--- config.mk ---
export PLATFORM = sky130hd
export DESIGN_NAME = gbl_queue
export DESIGN_NICKNAME = d
export VERILOG_FILES = /design/src/rtl/gbl_pkg.sv /design/src/rtl/gbl_queue.sv
export SDC_FILE = /design/constraint.sdc
export NUM_CORES = 1
export LEC_CHECK = 0
export BUFFER_PORTS_ARGS = -buffer_cell sky130_fd_sc_hd__clkbuf_2
export CAP_MARGIN = 40
export CORE_MARGIN = 2
export CORE_UTILIZATION = 39
export CTS_BUF_LIST = sky130_fd_sc_hd__clkbuf_2
export DETAILED_ROUTE_END_ITERATION = 8
export HOLD_SLACK_MARGIN = 0.08
export SYNTH_ARGS = -nofsm -noshare
export SYNTH_HDL_FRONTEND = slang
export SYNTH_SLANG_ARGS = --single-unit
--- constraint.sdc ---
create_clock -name clock -period 8.2 [get_ports clock]
set_input_delay 0.82 -clock clock [delete_from_list [all_inputs] [get_ports clock]]
set_output_delay 0.82 -clock clock [all_outputs]
set_load 0.1 [all_outputs]
--- src/rtl/gbl_pkg.sv ---
package gbl_pkg;

   // grid geometry
   localparam int POSTS_PER_DEGREE = 1;
   localparam int ANGLE_FRAC_BITS  = 16;
   localparam longint ONE_DEG      = 64'sd1 <<< ANGLE_FRAC_BITS;
   localparam int GRID_ROWS        = 180 * POSTS_PER_DEGREE + 1;
   localparam int GRID_COLS        = 360 * POSTS_PER_DEGREE;
   localparam int GRID_DEPTH       = GRID_ROWS * GRID_COLS;

   // four banks by row parity and column parity
   localparam int HALF_ROWS  = (GRID_ROWS + 1) / 2;
   localparam int HALF_COLS  = GRID_COLS / 2;
   localparam int BANK_DEPTH = HALF_ROWS * HALF_COLS;
   localparam int BANK_AW    = $clog2(BANK_DEPTH);

   localparam int ROW_W  = $clog2(GRID_ROWS);
   localparam int COL_W  = $clog2(GRID_COLS + 1);
   localparam int FRAC_W = ANGLE_FRAC_BITS;
   localparam int ANG_W  = ANGLE_FRAC_BITS + 12;
   localparam int POST_W = 24;

   // row = index / GRID_COLS by reciprocal multiply
   localparam int DIV_SHIFT = 25;
   localparam int DIV_MUL   = (2 ** DIV_SHIFT + GRID_COLS - 1) / GRID_COLS;
   localparam int DIV_MW    = $clog2(DIV_MUL + 1);

   typedef enum logic {
      MODE_WRITE = 1'b0,
      MODE_QUERY = 1'b1
   } mode_type;

   // one classified operation between front and back
   typedef struct packed {
      logic                           is_write;
      logic [1:0]                     wbank;
      logic [BANK_AW-1:0]             waddr;
      logic signed [POST_W-1:0]       wdata;
      logic [3:0][BANK_AW-1:0]        raddr;
      logic                           nw_rp;
      logic                           nw_cp;
      logic [FRAC_W-1:0]              nx;
      logic [FRAC_W-1:0]              ny;
   } op_type;

endpackage

--- src/rtl/gbl_queue.sv ---
module gbl_queue import gbl_pkg::*; (
   input  logic   clock,
   input  logic   reset,
   input  logic   in_valid,
   output logic   in_ready,
   input  op_type in_op,
   output logic   out_valid,
   input  logic   out_ready,
   output op_type out_op
);

   localparam int Q_DEPTH = 4;

   op_type              mem_ff [Q_DEPTH];
   logic [1:0]          wptr_ff, wptr_in, rptr_ff, rptr_in;
   logic [2:0]          cnt_ff, cnt_in;
   logic                push, pop;

   assign in_ready  = cnt_ff < 3'(Q_DEPTH);
   assign out_valid = cnt_ff != '0;
   assign out_op    = mem_ff[rptr_ff];
   assign push      = in_valid && in_ready;
   assign pop       = out_valid && out_ready;

   // pointer and fill count
   always_comb begin
      wptr_in = push ? wptr_ff + 1'b1 : wptr_ff;
      rptr_in = pop ? rptr_ff + 1'b1 : rptr_ff;
      cnt_in  = cnt_ff + 3'(push) - 3'(pop);
   end

   always_ff @(posedge clock) begin
      if (reset) begin
         wptr_ff <= '0;
         rptr_ff <= '0;
         cnt_ff  <= '0;
      end else begin
         wptr_ff <= wptr_in;
         rptr_ff <= rptr_in;
         cnt_ff  <= cnt_in;
      end
      if (push) begin
         mem_ff[wptr_ff] <= in_op;
      end
   end

endmodule

== Yosys cells after proc, flatten, opt, wreduce, memory -nomap -nowiden ==
Memory sizes are Yosys's and may differ from the RTL's. A register that Yosys moved wholly into a read port is not among the register bits.
Index checks and enable logic that the tools add are counted.
Cells by class
  multiplexer cells: 4
  $add $sub $neg: 4
  magnitude comparators: 1
  reduce and logical (&&, ||, !) cells: 3
Operators by type and width (count)
  2-bit by 1-bit adder with 2-bit output, second input constant: 2
  2-bit two-way mux: 2
  3-bit by 1-bit adder with 3-bit output: 1
  3-bit < comparator, second input constant: 1
  3-bit nonzero test: 1
  3-bit by 1-bit subtractor with 3-bit output: 1
  1-bit logical AND: 2
  1-bit two-way mux: 2
Word-level totals
  logic and storage cells: 16
  output and inout bits: 133
  memories: 1
  bits in registers: 7
  bits in writable memories: 524
  input bits: 135
Memories
  mem_ff: depth 4, bits a word 131, rd ports 1, clocked after memory_dff 1, write ports 1, RTL line gbl_queue.sv:14  | op_type mem_ff [Q_DEPTH];

== Longest topological paths before layout ==
  depth after elaboration: 4
  gate-level depth with buffers: 10
  depth with buffers taken out: 9

== Worst setup path before layout ==
OpenSTA, ideal clock, no wires.
  kind: in2reg
  from: input port in_valid
  to: memory mem_ff[0][0] (netlist bit) (enable)
  buffers on the path: 1
  cell stages on the path: 3
  data required time: 7694 ps
  arrival: 4206 ps
  path slack: 3488 ps
  library setup time: 506 ps
  cell sequence: nor2b_1 -> clkbuf_1 -> and2_1
On the way
  cells in the longest elaborated chain, start to end: 3
RTL lines
  from (decl): RTL line gbl_queue.sv:4  | input logic in_valid,
  1-bit logical AND: RTL line gbl_queue.sv:22  | assign push = in_valid && in_ready;
  1-bit two-way mux: RTL line gbl_queue.sv:42  | if (push) begin
  1-bit two-way mux (implied by the code): RTL line gbl_queue.sv:43  | mem_ff[wptr_ff] <= in_op;
  to (decl): RTL line gbl_queue.sv:14
Every way passes these cells.

==> impl_metrics.toml <==
[run_status]
status = "completed"

[floorplanning]
coreArea_mm2 = 0.04895
dieArea_mm2 = 0.05142
die_w_um = 226.8
initial_core_util_pct = 39.54
ios = 268
rows = 81
die_h_um = 226.8

[pwr]
ir_worst_vdd_v = 0.0002072
total_leakage_power_nw = 8.396
p_per_area_mw_per_mm2 = 363.3

[global_route]
grt_first_pass_wirelength_um = 58490
track_usage_pct = 15.65
grt_max_degree = 88
antenna_found_initial = 5
met2_usage_pct = 24.41
grt-busiest-layer = "met2"
grt_pass1_vias = 10500
grtUsageMet1_pct = 18.72
grt-ovfl-total = 0
use_met3_pct = 6.090

[setup_path]
critPathKind = "reg2out"
crit_path_max_incr_delay_ns = 0.62
rrSetupSlack_ns = 5.53
cp_max_fo = 87
reg2reg_from = "cnt_ff[2]"
cp.required_ns = 7.38
cp_cell_sequence = "buf_16 > buf_12 > mux4_2 > clkbuf_2"
critPathLaunchType = "flop"
slowest_stage = "mux4_2"
critPathArrivalTime_ns = 3.82
cp-end-kind = "primary output"

[clocking]
cts_root_buf = "clkbuf_2"
htreeDepth = 4
clkSinkCount = 533
clk_pin_slew_ns = 0.11
cts_buffers = 137
clockBufferDepth = 3
clk_latency_ns = 1.21
cts_tree = "built"

[cells_and_area]
fin_util_pct = 49.25
final_cell_mix = "edfxtp_1 (524), clkbuf_2 (466), dlygate4sd3_1 (134), mux4_2 (131), clkinv_1 (18)"
drive_above_1_share_pct = 47.00
layout_commonest_cell = "edfxtp_1"
syn_to_final_growth_pct = 24.56
nets = 1397

[logic_synthesis]
avgSynthCellArea_um2 = 26.48
yosysWarnings = 0
synth.distinct_cells = 20
synth_seq_cells = 533
syn_area_mm2 = 0.01935
synthCells = 731
seq_area_frac_synth_pct = 82.23
synth_nets = 873

[placed_design]
hpwl_um = 21500
io_buffers = 267
dp_slack_ns = 4.653
place.gp.congestion = 0.6910

[worst_hold_path]
hold_start = "in_op[107]"
hp-class = "in2reg"

[detailed_routing]
wire_per_inst_um = 19.20
dr_total_vias = 9523
drt_pre_antenna_iters = 4
first_iter_violations = 439
postRouteAntennaNets = 0
routed_wl_um = 38840
viasPerCell = 4.707
drcViolationCount = 0

[flow_run]
cap_violations = 0

[timing]
min_period_over_period_pct = 56.55
grt_setup_unrepaired = "no"
worst-slew-pin-transition_ns = 0.8297
period_needed_ns = 4.637
fmax_mhz = 215.6
finalSetupViolCount = 0
relSlewSlack_pct = 44.69
fin_ws_ns = 3.563
drv_slew = 0
skew_ns = 0.04854
fin_tns_setup_ns = 0
hold_violations = 0
==> path summary, 6_finish.rpt <==
check | end | cells past startpoint
max | out_op[49] | 4
min reg2reg | flop | 2
max reg2reg | mem_ff[2][112] | 3
min | mem_ff[3][107] | 2
==> metal layers <==
layer	up-vias	routed length (um)	part of all wire [%]
met2	287	18570	48
met1	4848	16340	42
met5	-	13	0.033
met3	87	2895	7.5
met4	2	1022	2.6
li1	4299	-	-
==> logic make-up (layout without fill, tap and decap cells) <==
logic type,count (synthesis),count (layout),synth area share (%)
compound gates,2,2,0.09052
other cells,0,10,0
mux,132,132,15.30
xor+xnor,5,5,0.2262
buf+inv,38,656,1.293
flops,533,533,82.23
fa+ha+maj,7,7,0.4913
simple gates,14,14,0.3749
==> power by group <==
| part | switching (W) | internal, W | total [W] |
|---|---|---|---|
| clock network | 0.00104 | 0.000711 | 0.00175 |
| logic | 0.00287 | 0.000773 | 0.00365 |
| registers | 0.0000847 | 0.00328 | 0.00337 |
==> timing repair <==
action / in CTS / in global routing
hold endpoints to repair: 533 / 0
buffers inserted: 0 / 0
gates resized for setup: 0 / 0
hold buffers: 134 / 0
==> synthesized netlist by cell type (all sizes together) <==
| library cell | instances | area, um^2 |
|---|---|---|
| mux2i | 1 | 10.01 |
| nor2 | 6 | 22.52 |
| buf | 26 | 205.2 |
| nor2b | 3 | 18.77 |
| edfxtp | 524 | 15740 |
| clkbuf | 5 | 18.77 |
| mux4 | 131 | 2950 |
| xor2 | 1 | 8.760 |
| dfxtp | 9 | 180.2 |
| fa | 1 | 20.02 |
| o311ai | 1 | 8.760 |
| o31a | 1 | 8.760 |
| xnor2 | 4 | 35.03 |
| ha | 6 | 75.07 |
| and2 | 4 | 25.02 |
| or3 | 1 | 6.260 |
| inv | 7 | 26.28 |
==> through the flow <==
stage	hold WS [ns]	cells	cell area (um^2)	total power, W
final	0.3437	2023	24110	0.008759
after global routing	0.1368	2022	24110	0.009145
after CTS	0.1093	2013	24080	0.008914
after detailed placement	0.5222	1646	21540	0.007079
after global placement	0.5070	1641	21400	0.007024
after floorplan	0.4847	731	19350	0.006519
==> registers in the layout, indices dropped and copies added (netlist names), named ones only <==
name	cells
mem_ff	524
wptr_ff	2
rptr_ff	2
cnt_ff	3
==> worst max-delay path, delay by kind of cell (launching register included) <==
kind / cells / cell delay (ns)
mux: 1 / 0.62
buf+inv: 3 / 1.29
flops: 1 / 0.59
==> area by class of cell <==
cell class,count,area [um^2]
diodes,10,25.02
clock buffers,199,996.0
fillers,4065,24840
flip-flops and latches,533,15920
repair buffers,416,2903
inverters,7,26.28
clock inverters,34,205.2
well taps,664,830.8
multi-input cells,160,3199
Note: power is estimated with default switching activity, not from simulation.
