===== src/rtl/gbl_pkg.sv =====
package gbl_pkg;

   // grid geometry
   localparam int POSTS_PER_DEGREE = 1;
   localparam int ANGLE_FRAC_BITS  = 16;
   localparam longint ONE_DEG      = 64'sd1 <<< ANGLE_FRAC_BITS;
   localparam int GRID_ROWS        = 180 * POSTS_PER_DEGREE + 1;
   localparam int GRID_COLS        = 360 * POSTS_PER_DEGREE;
   localparam int GRID_DEPTH       = GRID_ROWS * GRID_COLS;

   // four banks by row parity and column parity
   localparam int HALF_ROWS  = (GRID_ROWS + 1) / 2;
   localparam int HALF_COLS  = GRID_COLS / 2;
   localparam int BANK_DEPTH = HALF_ROWS * HALF_COLS;
   localparam int BANK_AW    = $clog2(BANK_DEPTH);

   localparam int ROW_W  = $clog2(GRID_ROWS);
   localparam int COL_W  = $clog2(GRID_COLS + 1);
   localparam int FRAC_W = ANGLE_FRAC_BITS;
   localparam int ANG_W  = ANGLE_FRAC_BITS + 12;
   localparam int POST_W = 24;

   // row = index / GRID_COLS by reciprocal multiply
   localparam int DIV_SHIFT = 25;
   localparam int DIV_MUL   = (2 ** DIV_SHIFT + GRID_COLS - 1) / GRID_COLS;
   localparam int DIV_MW    = $clog2(DIV_MUL + 1);

   typedef enum logic {
      MODE_WRITE = 1'b0,
      MODE_QUERY = 1'b1
   } mode_type;

   // one classified operation between front and back
   typedef struct packed {
      logic                           is_write;
      logic [1:0]                     wbank;
      logic [BANK_AW-1:0]             waddr;
      logic signed [POST_W-1:0]       wdata;
      logic [3:0][BANK_AW-1:0]        raddr;
      logic                           nw_rp;
      logic                           nw_cp;
      logic [FRAC_W-1:0]              nx;
      logic [FRAC_W-1:0]              ny;
   } op_type;

endpackage


===== src/rtl/gbl_front.sv =====
module gbl_front import gbl_pkg::*; (
   input  logic                     clock,
   input  logic                     reset,
   input  logic                     in_valid,
   output logic                     in_ready,
   input  mode_type                 mode,
   input  logic [15:0]              post_index,
   input  logic signed [23:0]       post_value,
   input  logic signed [23:0]       latitude,
   input  logic signed [24:0]       longitude,
   output logic                     op_valid,
   input  logic                     op_ready,
   output op_type                   op
);

   localparam logic signed [ANG_W-1:0] LAT_HI = ANG_W'(90 * ONE_DEG);
   localparam logic signed [ANG_W-1:0] LAT_LO = ANG_W'(-90 * ONE_DEG + 1);
   localparam logic signed [ANG_W-1:0] LON_HI = ANG_W'(180 * ONE_DEG);
   localparam logic signed [ANG_W-1:0] LON_LO = ANG_W'(-180 * ONE_DEG + 1);
   localparam logic signed [ANG_W-1:0] PPD_S  = ANG_W'(POSTS_PER_DEGREE);

   logic                      s1_v_ff, s1_v_in;
   logic                      s1_wr_ff;
   logic [ROW_W-1:0]          s1_row_ff, s1_row_in;
   logic [COL_W-1:0]          s1_col_ff, s1_col_in;
   logic [15:0]               s1_idx_ff;
   logic signed [POST_W-1:0]  s1_data_ff;
   logic [FRAC_W-1:0]         s1_nx_ff, s1_ny_ff, nx_in, ny_in;
   logic                      s2_v_ff;
   op_type                    s2_op_ff, s2_op_in;
   logic                      s1_ready, s2_ready;

   logic signed [ANG_W-1:0]   lat_x, lon_x, latc, lonc, dy, dx;
   logic [ROW_W-1:0]          qrow;
   logic [16+DIV_MW-1:0]      prod;
   logic                      in_range;

   logic [COL_W-1:0]          wcol, col, col_e;
   logic [ROW_W-1:0]          rhalf0, rhalf1;
   logic [COL_W-1:0]          chalf0, chalf1;

   assign s2_ready = !s2_v_ff || op_ready;
   assign s1_ready = !s1_v_ff || s2_ready;
   assign in_ready = s1_ready;

   // stage 1: clamp angles, floor to grid, row of a write address
   always_comb begin
      lat_x = ANG_W'(latitude);
      lon_x = ANG_W'(longitude);
      latc  = (lat_x < LAT_LO) ? LAT_LO : ((lat_x > LAT_HI) ? LAT_HI : lat_x);
      lonc  = (lon_x < LON_LO) ? LON_LO : ((lon_x > LON_HI) ? LON_HI : lon_x);
      dy    = (LAT_HI - latc) * PPD_S;
      dx    = (lonc + LON_HI) * PPD_S;
      qrow  = dy[FRAC_W +: ROW_W];
      if (qrow >= ROW_W'(GRID_ROWS - 1)) begin
         qrow = ROW_W'(GRID_ROWS - 2);
      end
      nx_in    = dx[FRAC_W-1:0];
      ny_in    = dy[FRAC_W-1:0];
      prod     = (16 + DIV_MW)'(post_index) * (16 + DIV_MW)'(DIV_MUL);
      in_range = 32'(post_index) < 32'(GRID_DEPTH);
      s1_v_in  = in_valid && ((mode == MODE_QUERY) || in_range);
      s1_row_in = (mode == MODE_WRITE) ? prod[DIV_SHIFT +: ROW_W] : qrow;
      s1_col_in = dx[FRAC_W +: COL_W];
   end

   always_ff @(posedge clock) begin
      if (reset) begin
         s1_v_ff <= 1'b0;
      end else if (s1_ready) begin
         s1_v_ff <= s1_v_in;
      end
      if (s1_ready) begin
         s1_wr_ff   <= (mode == MODE_WRITE);
         s1_row_ff  <= s1_row_in;
         s1_col_ff  <= s1_col_in;
         s1_idx_ff  <= post_index;
         s1_data_ff <= post_value;
         s1_nx_ff   <= nx_in;
         s1_ny_ff   <= ny_in;
      end
   end

   // stage 2: bank addresses
   always_comb begin
      wcol  = COL_W'(32'(s1_idx_ff) - 32'(s1_row_ff) * GRID_COLS);
      col   = (s1_col_ff >= COL_W'(GRID_COLS)) ? s1_col_ff - COL_W'(GRID_COLS) : s1_col_ff;
      col_e = (col == COL_W'(GRID_COLS - 1)) ? '0 : col + 1'b1;
      rhalf0 = ROW_W'((32'(s1_row_ff) + 1) >> 1);
      rhalf1 = s1_row_ff >> 1;
      chalf1 = col >> 1;
      chalf0 = col[0] ? (col_e >> 1) : (col >> 1);

      s2_op_in          = '0;
      s2_op_in.is_write = s1_wr_ff;
      s2_op_in.wbank    = {s1_row_ff[0], wcol[0]};
      s2_op_in.waddr    = BANK_AW'(32'(s1_row_ff >> 1) * HALF_COLS + 32'(wcol >> 1));
      s2_op_in.wdata    = s1_data_ff;
      s2_op_in.raddr[0] = BANK_AW'(32'(rhalf0) * HALF_COLS + 32'(chalf0));
      s2_op_in.raddr[1] = BANK_AW'(32'(rhalf0) * HALF_COLS + 32'(chalf1));
      s2_op_in.raddr[2] = BANK_AW'(32'(rhalf1) * HALF_COLS + 32'(chalf0));
      s2_op_in.raddr[3] = BANK_AW'(32'(rhalf1) * HALF_COLS + 32'(chalf1));
      s2_op_in.nw_rp    = s1_row_ff[0];
      s2_op_in.nw_cp    = col[0];
      s2_op_in.nx       = s1_nx_ff;
      s2_op_in.ny       = s1_ny_ff;
   end

   always_ff @(posedge clock) begin
      if (reset) begin
         s2_v_ff <= 1'b0;
      end else if (s2_ready) begin
         s2_v_ff <= s1_v_ff;
      end
      if (s2_ready) begin
         s2_op_ff <= s2_op_in;
      end
   end

   assign op_valid = s2_v_ff;
   assign op       = s2_op_ff;

endmodule


===== config.mk =====
export PLATFORM = sky130hd
export DESIGN_NAME = gbl_front
export DESIGN_NICKNAME = d
export VERILOG_FILES = /design/src/rtl/gbl_pkg.sv /design/src/rtl/gbl_front.sv
export SDC_FILE = /design/constraint.sdc
export NUM_CORES = 1
export LEC_CHECK = 0
export BUFFER_PORTS_ARGS = -buffer_cell sky130_fd_sc_hd__buf_4
export CORE_UTILIZATION = 50
export CTS_CLUSTER_DIAMETER = 150
export DETAILED_ROUTE_END_ITERATION = 10
export PLACE_DENSITY_LB_ADDON = 0.12
export SETUP_SLACK_MARGIN = 0.02
export SLEW_MARGIN = 20
export SYNTH_ARGS = -nofsm -noshare
export SYNTH_HDL_FRONTEND = slang
export SYNTH_SLANG_ARGS = --single-unit

===== constraint.sdc =====
create_clock -name clock -period 12.55 [get_ports clock]
set_clock_uncertainty 0.1 [all_clocks]
set_input_delay 1.255 -clock clock [delete_from_list [all_inputs] [get_ports clock]]
set_output_delay 1.255 -clock clock [all_outputs]
set_load 0.02 [all_outputs]

==> After elaboration in Yosys (flattened, before gate mapping) <==
Index checks and enable logic that the tools add are counted.
{ "totals": {"reg_bits": 216, "inputBits": 94, "out_inout_bits": 133, "wordCells": 61} }
{ "classes": {"multipliers": 5, "reduce_logical": 6, "n_eq_ne": 1, "n_mux": 9, "n_lt_le_gt_ge": 7, "add_sub_neg": 11, "bitwise_logic": 1} }
{ "ops": {"columns": ["operator", "count"], "rows": [
  ["14-bit by 8-bit adder with 14-bit output", 5],
  ["25-bit two-way mux", 2],
  ["24-bit two-way mux", 2],
  ["16-bit by 17-bit multiplier with 33-bit output, second input constant", 1],
  ["25-bit adder, second input constant", 1],
  ["25-bit > comparator, second input constant", 1],
  ["25-bit less-than comparator, second input constant", 1],
  ["24-bit > comparator, second input constant", 1],
  ["24-bit less-than comparator, second input constant", 1],
  ["7-bit by 6-bit multiplier with 12-bit output, second input constant", 2],
  ["8-bit two-way mux", 3],
  ["24-bit subtractor, first input constant", 1],
  ["9-bit two-way mux", 2],
  ["16-bit less-than comparator, second input constant", 1],
  ["8-bit by 6-bit multiplier with 12-bit output, second input constant", 1],
  ["8-bit by 1-bit adder with 9-bit output, second input constant", 1],
  ["9-bit by 1-bit adder with 9-bit output, second input constant", 1],
  ["9-bit equality test, second input constant", 1],
  ["9-bit >= comparator, second input constant", 1],
  ["9-bit subtractor", 1],
  ["9-bit subtractor, second input constant", 1],
  ["8-bit >= comparator, second input constant", 1],
  ["8-bit by 6-bit multiplier with 6-bit output, second input constant", 1],
  ["1-bit logical OR", 3],
  ["3 further kinds", 4]
]} }

==> Depth between registers and ports, before layout <==
Gate-level depths: netlist of the first run.
{ "depth": {"word_depth": 7, "mapped_depth": 22, "ltp_nobuf": 22} }

==> Least setup slack after synthesis of the first run <==
No wires, ideal clock.
{ "synth_path": {"kind": "input to register", "start": "in post_index[13]", "end": "reg s1_row_ff[7], data pin", "slack_ns": 6.205, "path_buffers": 0, "t_required_ns": 12.185, "stages": 20, "arrival_ns": 5.980, "setup_ns": 0.265, "path_cell_list": "fa_1 -> inv_1 -> fa_1 -> inv_1 -> fa_1 -> inv_1 -> fa_1 -> fa_1 -> fa_1 -> inv_1 -> ha_1 -> nand4_1 -> nor3_1 -> a22oi_1 -> nand4_1 -> o211ai_1 -> o21ai_1 -> o41ai_1 -> xnor2_1 -> o21ai_1"} }
{ "synth_between": {"elab_chain_len": 2} }
{ "synth_lines": {"columns": ["item", "line", "text"], "rows": [
  ["start: declaration", "gbl_front.sv:7", "input logic [15:0] post_index,"],
  ["16-bit by 17-bit multiplier with 33-bit output", "gbl_front.sv:60", "prod = (16 + DIV_MW)'(post_index) * (16 + DIV_MW)'(DIV_MUL);"],
  ["8-bit two-way mux", "gbl_front.sv:63", "s1_row_in = (mode == MODE_WRITE) ? prod[DIV_SHIFT +: ROW_W] : qrow;"],
  ["named net s1_row_in[7]", "gbl_front.sv:24", "logic [ROW_W-1:0] s1_row_ff, s1_row_in;"],
  ["end signal: assignment", "gbl_front.sv:75", "s1_row_ff <= s1_row_in;"],
  ["end: declaration", "gbl_front.sv:24", null]
]} }
The timed path passes the listed nets, and every way through them passes these cells.
A chain may end at the register's enable or synchronous reset.

==> Final worst setup path of the first run <==
Same ends and word-level chain as after synthesis.

==> impl_metrics.ini, run 1 <==
[timing]
setup_tns_ns = 0
drv_slew = 0
period_minus_slack_ns = 6.35
setup_violations = 0
tightest_slew_ns = 1.03
finalWorstSetupSlack_ns = 6.20
fmax_ghz = 0.157
fin_crit_sh = 0.506
slew_headroom = 0.316
grt_setup_unrepaired = false
hold_viol_final = 0

[routing]
wl_um = 33400
wl_per_cell_um = 16.6
drt_iter0_markers = 458
vias_per_cell = 5.09
firstDrtPassIters = 8
num_vias = 10200
drc = 17
ant_nets = 0

[worst_setup_path]
worstSetupStartpointType = input port
rr_worst_depth = 19
worst-r2r-setup-slack_ns = 7.42
r2r_end = op[60]
cp_max_fo = 6
endpoint_kind = flop
timing.rr.start = s1_row_ff[2]
required_ns = 12.74
arrival_ns = 6.54
path_class = in -> reg

[die]
io_pins = 227
dieWidth_um = 180
core_area_mm2 = 0.0308
die_area_mm2 = 0.0323
initial_core_util = 0.512
num_rows = 64
fp.dieH_um = 180

[finish]
syn2layout_area_growth_pct = 18.2
drive_gt1_frac = 0.175
nNetsFinal = 2018
final_cell_mix = 270 x inv_1, 228 x buf_4, 224 x ha_1
diodes = 0
final_core_util = 0.605
stdcell_area_mm2 = 0.0187
nFillCells = 2521
final_common_cell = inv_1

[synth]
ys.flop_type = edfxtp_1
synthesis.nets = 1779
synth_warnings = 0
ys_types = 61
ys_async_sr_fraction = 0
synth-seq-cells = 211
synth_edf_count = 209
ys_seq_area_frac = 0.400
netlist_instances = 1353
postSynthAreaPerCell_um2 = 11.7
synthesis.area_mm2 = 0.0158

[placement]
pre_cts_slack_ns = 5.65
dpl.hpwl_um = 27000
gp_congestion = 0.904
dpl_cell_area_mm2 = 0.0179
io_buffer_count = 226

[clocking]
post_cts_buffers = 0
cts_max_level = 1
clock_sinks = 211
clockBufferDepth = 3
numCtsBuffers = 24
clk_pin_slew_worst_paths_ns = 0.06
clkLatencyLatePin_ns = 0.53
cts_tree = yes
cts_resized = 0
root_buffer = clkbuf_16
cts_hold_buffers = 0

[outcome]
violations = design-rule violations
status = finished, violations left

[hold_path]
holdPathStages = 0
worstHoldStart = s1_nx_ff[3]
worst_hold_path_type = reg -> reg
min_to = op[19]

[global_route]
grt_pass1_wl_um = 53900
antenna_found_initial = 0
gr-total-overflow = 0
grt_usage = 0.211
grt_pass1_vias = 10400
grt_start_max_net_pins = 74

[flow_run]
maxCapViolCount = 0
==> cells in the mapped netlist (2+ instances only) <==
library cell / count / share of area
nor3_1: 17 / 0.0054
o31ai_1: 2 / 0.00095
a22oi_1: 2 / 0.00095
o31a_1: 4 / 0.0022
a31oi_1: 10 / 0.0040
o22ai_1: 2 / 0.00079
buf_4: 9 / 0.0043
nand4_1: 14 / 0.0055
o21bai_1: 18 / 0.0086
o21a_1: 4 / 0.0019
nand2_1: 46 / 0.011
a22o_1: 2 / 0.0011
clkbuf_1: 6 / 0.0014
edfxtp_1: 209 / 0.40
o21ai_1: 4 / 0.0013
nand3_1: 21 / 0.0067
nor2b_1: 13 / 0.0051
and2_1: 19 / 0.0075
nor4_1: 5 / 0.0020
nor3b_1: 2 / 0.00095
o21ai_0: 28 / 0.0089
xor2_1: 36 / 0.020
a21o_1: 23 / 0.011
ha_1: 224 / 0.18
a21oi_1: 52 / 0.016
o211ai_1: 14 / 0.0067
o211a_1: 3 / 0.0019
o41ai_1: 2 / 0.0011
and3_1: 5 / 0.0020
or4_1: 2 / 0.00095
xnor2_1: 78 / 0.043
nor2_1: 60 / 0.014
o31ai_4: 3 / 0.0040
inv_1: 271 / 0.064
dfxtp_1: 2 / 0.0025
fa_1: 108 / 0.14
nand2b_1: 5 / 0.0020
and4_1: 3 / 0.0017
or3_1: 3 / 0.0012
==> worst max path at each step <==
stage	from	endpoint	slack, ns	cells past startpoint
finish	post_index[13]	s1_row_ff[7]	6.20	21
CTS	post_index[13]	s1_row_ff[7]	6.23	21
global placement	post_index[13]	s1_row_ff[7]	5.77	21
global route	post_index[13]	s1_row_ff[7]	5.94	21
floorplan	post_index[13]	s1_row_ff[7]	6.21	20
detailed placement	post_index[13]	s1_row_ff[7]	5.65	21
==> worst max-delay path: stages <==
cell and delay, ns:
buf_4 0.14, fa_1 0.54, inv_1 0.05, fa_1 0.48, inv_1 0.06, fa_1 0.51, inv_1 0.06, fa_1 0.45
fa_1 0.51, fa_1 0.55, inv_1 0.04, ha_1 0.30, a21oi_1 0.14, o21ai_0 0.10, a22oi_1 0.24, nand4_1 0.16
o211ai_1 0.25, o21ai_1 0.16, o41ai_1 0.32, xnor2_1 0.17, o21ai_1 0.07
==> metal layers <==
| metal | vias up | global-route usage | share of wire |
|---|---|---|---|
| met5 | - | 0 | 0 |
| met4 | 0 | 0.0569 | 0.024 |
| met3 | 49 | 0.0276 | 0.043 |
| met2 | 231 | 0.376 | 0.50 |
| met1 | 4860 | 0.270 | 0.43 |
| li1 | 5074 | - | - |
==> registers in the layout, indices dropped and copies added, names as in the netlist <==
register / flops
op_valid: 1
s1_data_ff: 24
s1_idx_ff: 9
op: 126
s1_nx_ff: 16
s1_row_ff: 8
s1_wr_ff: 1
s1_col_ff: 9
s1_v_ff: 1
s1_ny_ff: 16
==> cells by family (layout without fill, tap and decap cells) <==
logic type | after synthesis | count (layout) | synth area share
adder cells (fa/ha/maj) | 332 | 332 | 0.314
flip-flops | 211 | 211 | 0.400
AND/OR/NAND/NOR | 228 | 228 | 0.0755
XOR/XNOR | 114 | 114 | 0.0632
AO/OA/AOI/OAI | 180 | 180 | 0.0760
multiplexers | 1 | 1 | 0.000950
buffers and inverters | 287 | 543 | 0.0703
==> metrics by stage <==
| stage | hold slack (ns) | cells |
|---|---|---|
| final | 0.317 | 2005 |
| after global routing | 0.318 | 2005 |
| after CTS | 0.316 | 2005 |
| after detailed placement | 0.305 | 1962 |
| after global placement | 0.301 | 1962 |
| after floorplan | 0.300 | 1353 |
==> final cells by class <==
cell class              instances  area [um^2]  share of cell area
well taps                     396          495              0.0265
clock inverters                14          121             0.00650
clock buffers                  29          619              0.0332
flip-flops and latches        211         6320               0.338
multi-input cells             855         8380               0.449
repair buffers                228         1710              0.0917
inverters                     272         1020              0.0548
Power of run 1 is left out: the tool's default activity adds up to more than one toggle a clock period on the data nets, which glitch-free logic cannot reach.
==> run 2, diff against run 1 <==
ABC_AREA = 1   (was default)
clock period = 5.4 ns   (was 12.55 ns; I/O delays follow)
==> run 2 against run 1 <==
The run now ends clean. Via count increased by 12%. Die area increased by 3.6%. Worst hold slack got worse by 0.25 ns. Synthesized area increased by 3.6%. Synthesized cell count increased by 17%. First-iteration DRC count increased by 3.5%. Worst setup slack got worse by 5.9 ns. Cell count increased by 16%. Sequential cell count unchanged. Critical path depth unchanged. Core utilization increased by 1.6 points. Largest cell class unchanged.
==> impl_metrics.ini, run 2 <==
[outcome]
status = finished clean

[global_route]
grt_pass1_wl_um = 58000
use_met1 = 0.274
grt_start_max_net_pins = 128
gr-total-overflow = 0
grtUsageMet2 = 0.390
top_usage_layer = met2
grt_usage = 0.219
antenna_found_initial = 0
grt.met3_usage = 0.0272
grt_pass1_vias = 11700

[timing]
hold_viol_final = 0
fin_crit_sh = 0.951
drv_slew = 0
setup_violations = 0
tightest_slew_ns = 0.900
slew_headroom = 0.400
grt_setup_unrepaired = false
fmax_ghz = 0.195
period_minus_slack_ns = 5.13

[worst_setup_path]
worst-path-stages = 21
endpoint_kind = flop
worst-r2r-setup-slack_ns = 0.43
r2r_end = op[47]
cp_slowest_cell = fa_1
required_ns = 5.58
worstPathCellList = buf_4, fa_1, inv_1, fa_1, inv_1, fa_1, inv_1, fa_1, fa_1, fa_1, inv_1, ha_4, a21oi_2, o21a_1, nor2_1, nor2_1, nor3_1, a2111oi_2, o21ai_1, o21ai_1, o21ai_1
cp_max_fo = 4
rr_worst_depth = 20
timing.rr.start = s1_row_ff[3]
max_stage_delay_ns = 0.55
arrival_ns = 5.31
path_class = in -> reg
critPathTopFamily = adder cells
worstSetupStartpointType = input port
path_buf_inv = 5
crit_top_cell = fa_1

[finish]
stdcell_area_mm2 = 0.0198
final_cell_mix = 339 x inv_1, 289 x buf_4, 223 x ha_1
seq_area_mm2 = 0.00632
nFillCells = 2718
largest_reg_flops = 126
multi_input_area_mm2 = 0.00871
diodes = 0
drive_gt1_frac = 0.193
nNetsFinal = 2307
stdcell_count = 2334
final_common_cell = inv_1
syn2layout_area_growth_pct = 21.0

[placement]
io_buffer_count = 226
dpl_cell_area_mm2 = 0.0190
dp.cells = 2290
dpl.hpwl_um = 29400
gp_congestion = 0.928

[synth]
ys_seq_area_frac = 0.386
synthesis.area_mm2 = 0.0164
netlist_top_cells_area = edfxtp_1 38%, ha_1 17%, fa_1 13%
synth_top_cell_by_area = edfxtp_1
synthesis.nets = 2007
synth_common_cells = 339 x inv_1, 224 x ha_1, 209 x edfxtp_1
synth_warnings = 0
synth-seq-cells = 211
ys_async_sr_fraction = 0
synth_edf_count = 209
netlist_instances = 1581
yosysTopAreaCellShare = 0.383
ys_types = 44
postSynthAreaPerCell_um2 = 10.4
post-synth-top-count-cell = inv_1
ys.flop_type = edfxtp_1

[flow_run]
maxCapViolCount = 0

[routing]
vias_per_cell = 4.90
drt_iter0_markers = 474
drc = 0
firstDrtPassIters = 5
num_vias = 11400
wl_um = 35500
wl_per_cell_um = 15.2
ant_nets = 0

[clocking]
root_buffer = clkbuf_16
clockBufferDepth = 3
cts_tree = yes
cts_hold_buffers = 0
clock_sinks = 211
numCtsBuffers = 24
clk_pin_slew_worst_paths_ns = 0.06
cts_max_level = 1
clkLatencyLatePin_ns = 0.53

[die]
fp.dieH_um = 183
num_rows = 65
die_area_mm2 = 0.0335
initial_core_util = 0.514
dieWidth_um = 183
io_pins = 227
core_area_mm2 = 0.0319

[hold_path]
worst_hold_path_type = in -> reg
worstHoldStart = reset
min_to = s1_v_ff
holdPathStages = 2
## run 2: changes by cell type after synthesis, moves of 7 or more
| cell | before | now |
|---|---|---|
| inv_1 | 271 | 339 |
| nand2_1 | 46 | 174 |
| nand3_1 | 21 | 61 |
| nor2_1 | 60 | 109 |
| xor2_1 | 36 | 84 |
| and2_1 | 19 | 2 |
| a21o_1 | 23 | 4 |
| nor2b_1 | 13 | 0 |
| xnor2_1 | 78 | 24 |
| o21ai_0 | 28 | 35 |
| o21bai_1 | 18 | 6 |
| a21oi_1 | 52 | 81 |
## run 2: worst max-delay path by stage
stage                              start           end  slack [ns]
after CTS                 post_index[13]  s1_row_ff[7]        0.21
after global placement    post_index[13]  s1_row_ff[3]       -0.26
after detailed placement  post_index[13]  s1_row_ff[7]       -0.33
final                     post_index[13]  s1_row_ff[3]        0.27
after global routing      post_index[13]  s1_row_ff[7]       0.007
after floorplan           post_index[13]  s1_row_ff[3]        0.08
## run 2: cell families after synthesis
logic type,after synthesis,synth area share
AND/OR/NAND/NOR,407,0.109
buffers and inverters,360,0.0863
adder cells (fa/ha/maj),332,0.303
flip-flops,211,0.386
AO/OA/AOI/OAI,163,0.0578
XOR/XNOR,108,0.0578
## run 2: layout make-up
cell class | count | share of cell area
multi-input combinational | 1010 | 0.440
clock buffer | 29 | 0.0313
sequential | 211 | 0.319
clock inverter | 15 | 0.00720
tap | 435 | 0.0275
inverter | 344 | 0.0652
timing repair buffer | 290 | 0.110
## run 2: stage by stage
stage | hold WS, ns | utilization | TNS [ns] | setup slack [ns]
4_1_cts | 0.0383 | 0.621 | 0 | 0.215
2_1_floorplan | 0.300 | - | 0 | 0.0822
3_5_place_dp | 0.305 | 0.597 | -1.49 | -0.329
5_1_grt | 0.0513 | 0.622 | 0 | 0.00720
3_3_place_gp | 0.301 | 0.597 | -0.935 | -0.263
6_report | 0.0637 | 0.622 | 0 | 0.267
## run 2: layer usage
metal / share of wire / vias to the layer above
met4: 0.030 / 0
met3: 0.040 / 59
met1: 0.42 / 5350
met2: 0.51 / 227
met5: 0 / -
li1: - / 5800
## run 2: worst reg2reg max path, cell delays in order (launching register included)
cell	delay, ns
edfxtp_1	0.51
nand2_1	0.09
inv_1	0.13
nand4_1	0.20
nand3b_1	0.28
xor2_2	0.27
inv_1	0.07
ha_1	0.34
fa_1	0.55
inv_1	0.05
fa_1	0.49
inv_1	0.04
ha_1	0.33
a21oi_1	0.14
nand2_1	0.09
a21oi_1	0.13
o21bai_1	0.10
xor2_1	0.22
nor4_2	0.33
nand2_1	0.11
xnor2_1	0.13
## run 2: repair_timing
action / in CTS / in global routing
buffers inserted: 0 / 0
setup endpoints to repair: 0 / 5
resized for setup: 0 / 9
Power of run 2 is left out for the same reason.
==> run 3, diff against run 2 <==
ABC_AREA = default   (was 1)
GPL_TIMING_DRIVEN = 0   (was default)
==> run 3 against run 2 <==
Critical path depth grew 2. First-iteration DRC count shrank 7.4%. Highest routed layer unchanged. Worst setup slack lost 0.36 ns. Design area shrank 4.1%. Die area shrank 3.5%. Worst hold slack gained 0.0091 ns. The run now ends with design-rule violations, negative setup slack left. Routed wire length shrank 8.5%. Maximum frequency shrank 6.5%. Core utilization shrank 0.49 points. Sequential share of layout area grew 1.3 points. Via count shrank 9.3%. Critical endpoint is now s1_row_ff[7]. Global-route usage shrank 1.3 points.
==> impl_metrics.ini, run 3 (synthesized netlist as in run 1, its figures left out) <==
[outcome]
status = finished, violations left
violations = design-rule violations, negative setup slack

[routing]
num_vias = 10400
vias_per_cell = 5.13
ant_nets = 0
wl_um = 32500
firstDrtPassIters = 8
drc = 17
drt_iter0_markers = 439
wl_per_cell_um = 16.1

[global_route]
antenna_found_initial = 0
grt_pass1_vias = 10700
grt_usage = 0.207
gr-total-overflow = 0
grt_pass1_wl_um = 53600
grt_start_max_net_pins = 67

[worst_setup_path]
cp_max_fo = 3
max_stage_delay_ns = 0.52
arrival_ns = 5.62
path_buf_inv = 7
cp_slowest_cell = fa_1
path_class = in -> reg
critPathTopFamily = adder cells
worstPathCellList = buf_8, fa_1, inv_1, fa_1, inv_1, fa_1, inv_1, fa_1, fa_2, fa_1, inv_1, ha_1, nand4_1, buf_4, nor3_4, a22oi_2, nand4_1, o211ai_1, buf_4, o21ai_2, o41ai_2, xnor2_1, o21ai_1
crit_top_cell = fa_1
required_ns = 5.52
worstSetupStartpointType = input port
endpoint_kind = flop
worst-r2r-setup-slack_ns = 0.48

[timing]
period_minus_slack_ns = 5.49
setup_violations = 3
finalWorstSetupSlack_ns = -0.0923
hold_viol_final = 0
fmax_ghz = 0.182
grt_setup_unrepaired = true
slew_headroom = 0.427
fin_crit_sh = 1.02
tightest_slew_ns = 0.853
drv_slew = 0

[die]
io_pins = 227
fp.dieH_um = 180
die_area_mm2 = 0.0323
initial_core_util = 0.512
core_area_mm2 = 0.0308
num_rows = 64
dieWidth_um = 180

[finish]
final_common_cell = inv_1
stdcell_count = 2022
largest_reg_flops = 126
nNetsFinal = 2036
drive_gt1_frac = 0.193
syn2layout_area_growth_pct = 20.3
final_cell_mix = 270 x inv_1, 235 x buf_4, 220 x ha_1
nFillCells = 2494
diodes = 0

[clocking]
cts_hold_buffers = 0
cts_tree = yes
numCtsBuffers = 23
cts_max_level = 1
clockBufferDepth = 3
clock_sinks = 211
clkLatencyLatePin_ns = 0.52
clk_pin_slew_worst_paths_ns = 0.07
root_buffer = clkbuf_16

[flow_run]
maxCapViolCount = 0

[placement]
io_buffer_count = 221
gp_congestion = 0.893
dp.cells = 1972
dpl.hpwl_um = 26200

[hold_path]
worst_hold_path_type = in -> reg
==> run 3: layout make-up <==
cell class,count,area [um^2],area share
plain buffers,15,90.1,0.00474
clock buffers,25,583,0.0307
clock inverters,16,198,0.0104
inverters,272,1030,0.0540
multi-input cells,855,8500,0.447
flip-flops and latches,211,6320,0.332
well taps,396,495,0.0261
repair buffers,232,1800,0.0947
==> run 3: through the flow <==
step / setup slack (ns) / hold slack, ns / instance area [um^2] / TNS, ns / util
finish: -0.0923 / 0.0727 / 19000 / -0.183 / 0.617
global route: -0.344 / 0.0619 / 19000 / -1.51 / 0.617
CTS: -0.186 / 0.0505 / 18900 / -0.584 / 0.614
detailed placement: -0.847 / 0.305 / 18000 / -4.63 / 0.585
global placement: -0.805 / 0.300 / 18000 / -4.56 / 0.583
floorplan: -0.0410 / 0.300 / 15800 / -0.0410 / -
==> run 3: layer usage <==
layer  vias up  wire length, um  GRT usage
met5         -                0          0
met4         0             1030     0.0662
met3        64             1050     0.0239
met2       215            16200      0.371
met1      4971            14200      0.259
li1       5118                -          -
==> run 3: worst reg2reg max path: stages (launching register included) <==
cell and delay (ns):
edfxtp_1 0.62, and4_1 0.29, nand4_1 0.13, xnor2_1 0.38, inv_1 0.09, ha_1 0.36
fa_1 0.54, inv_1 0.05, fa_1 0.50, inv_1 0.04, ha_1 0.32, a21oi_1 0.23
o21bai_1 0.10, a21oi_1 0.24, xnor2_1 0.25, and3_1 0.24, nand2_1 0.07, xnor2_1 0.12
==> run 3: worst paths after layout <==
path / to / start / cells after the start
hold / removal: s1_v_ff / reset / 2
hold reg to reg: op[103] / s1_data_ff[13] / 0
setup / recovery: s1_row_ff[7] / post_index[13] / 23
setup reg to reg: op[60] / s1_row_ff[1] / 17
==> run 3: timing repair <==
action	4_1_cts	5_1_grt
gates resized for setup	15	9
setup endpoints to repair	5	11
pin swaps	14	14
buffers inserted	5	5
gates cloned	0	0
Power of run 3 is left out for the same reason.
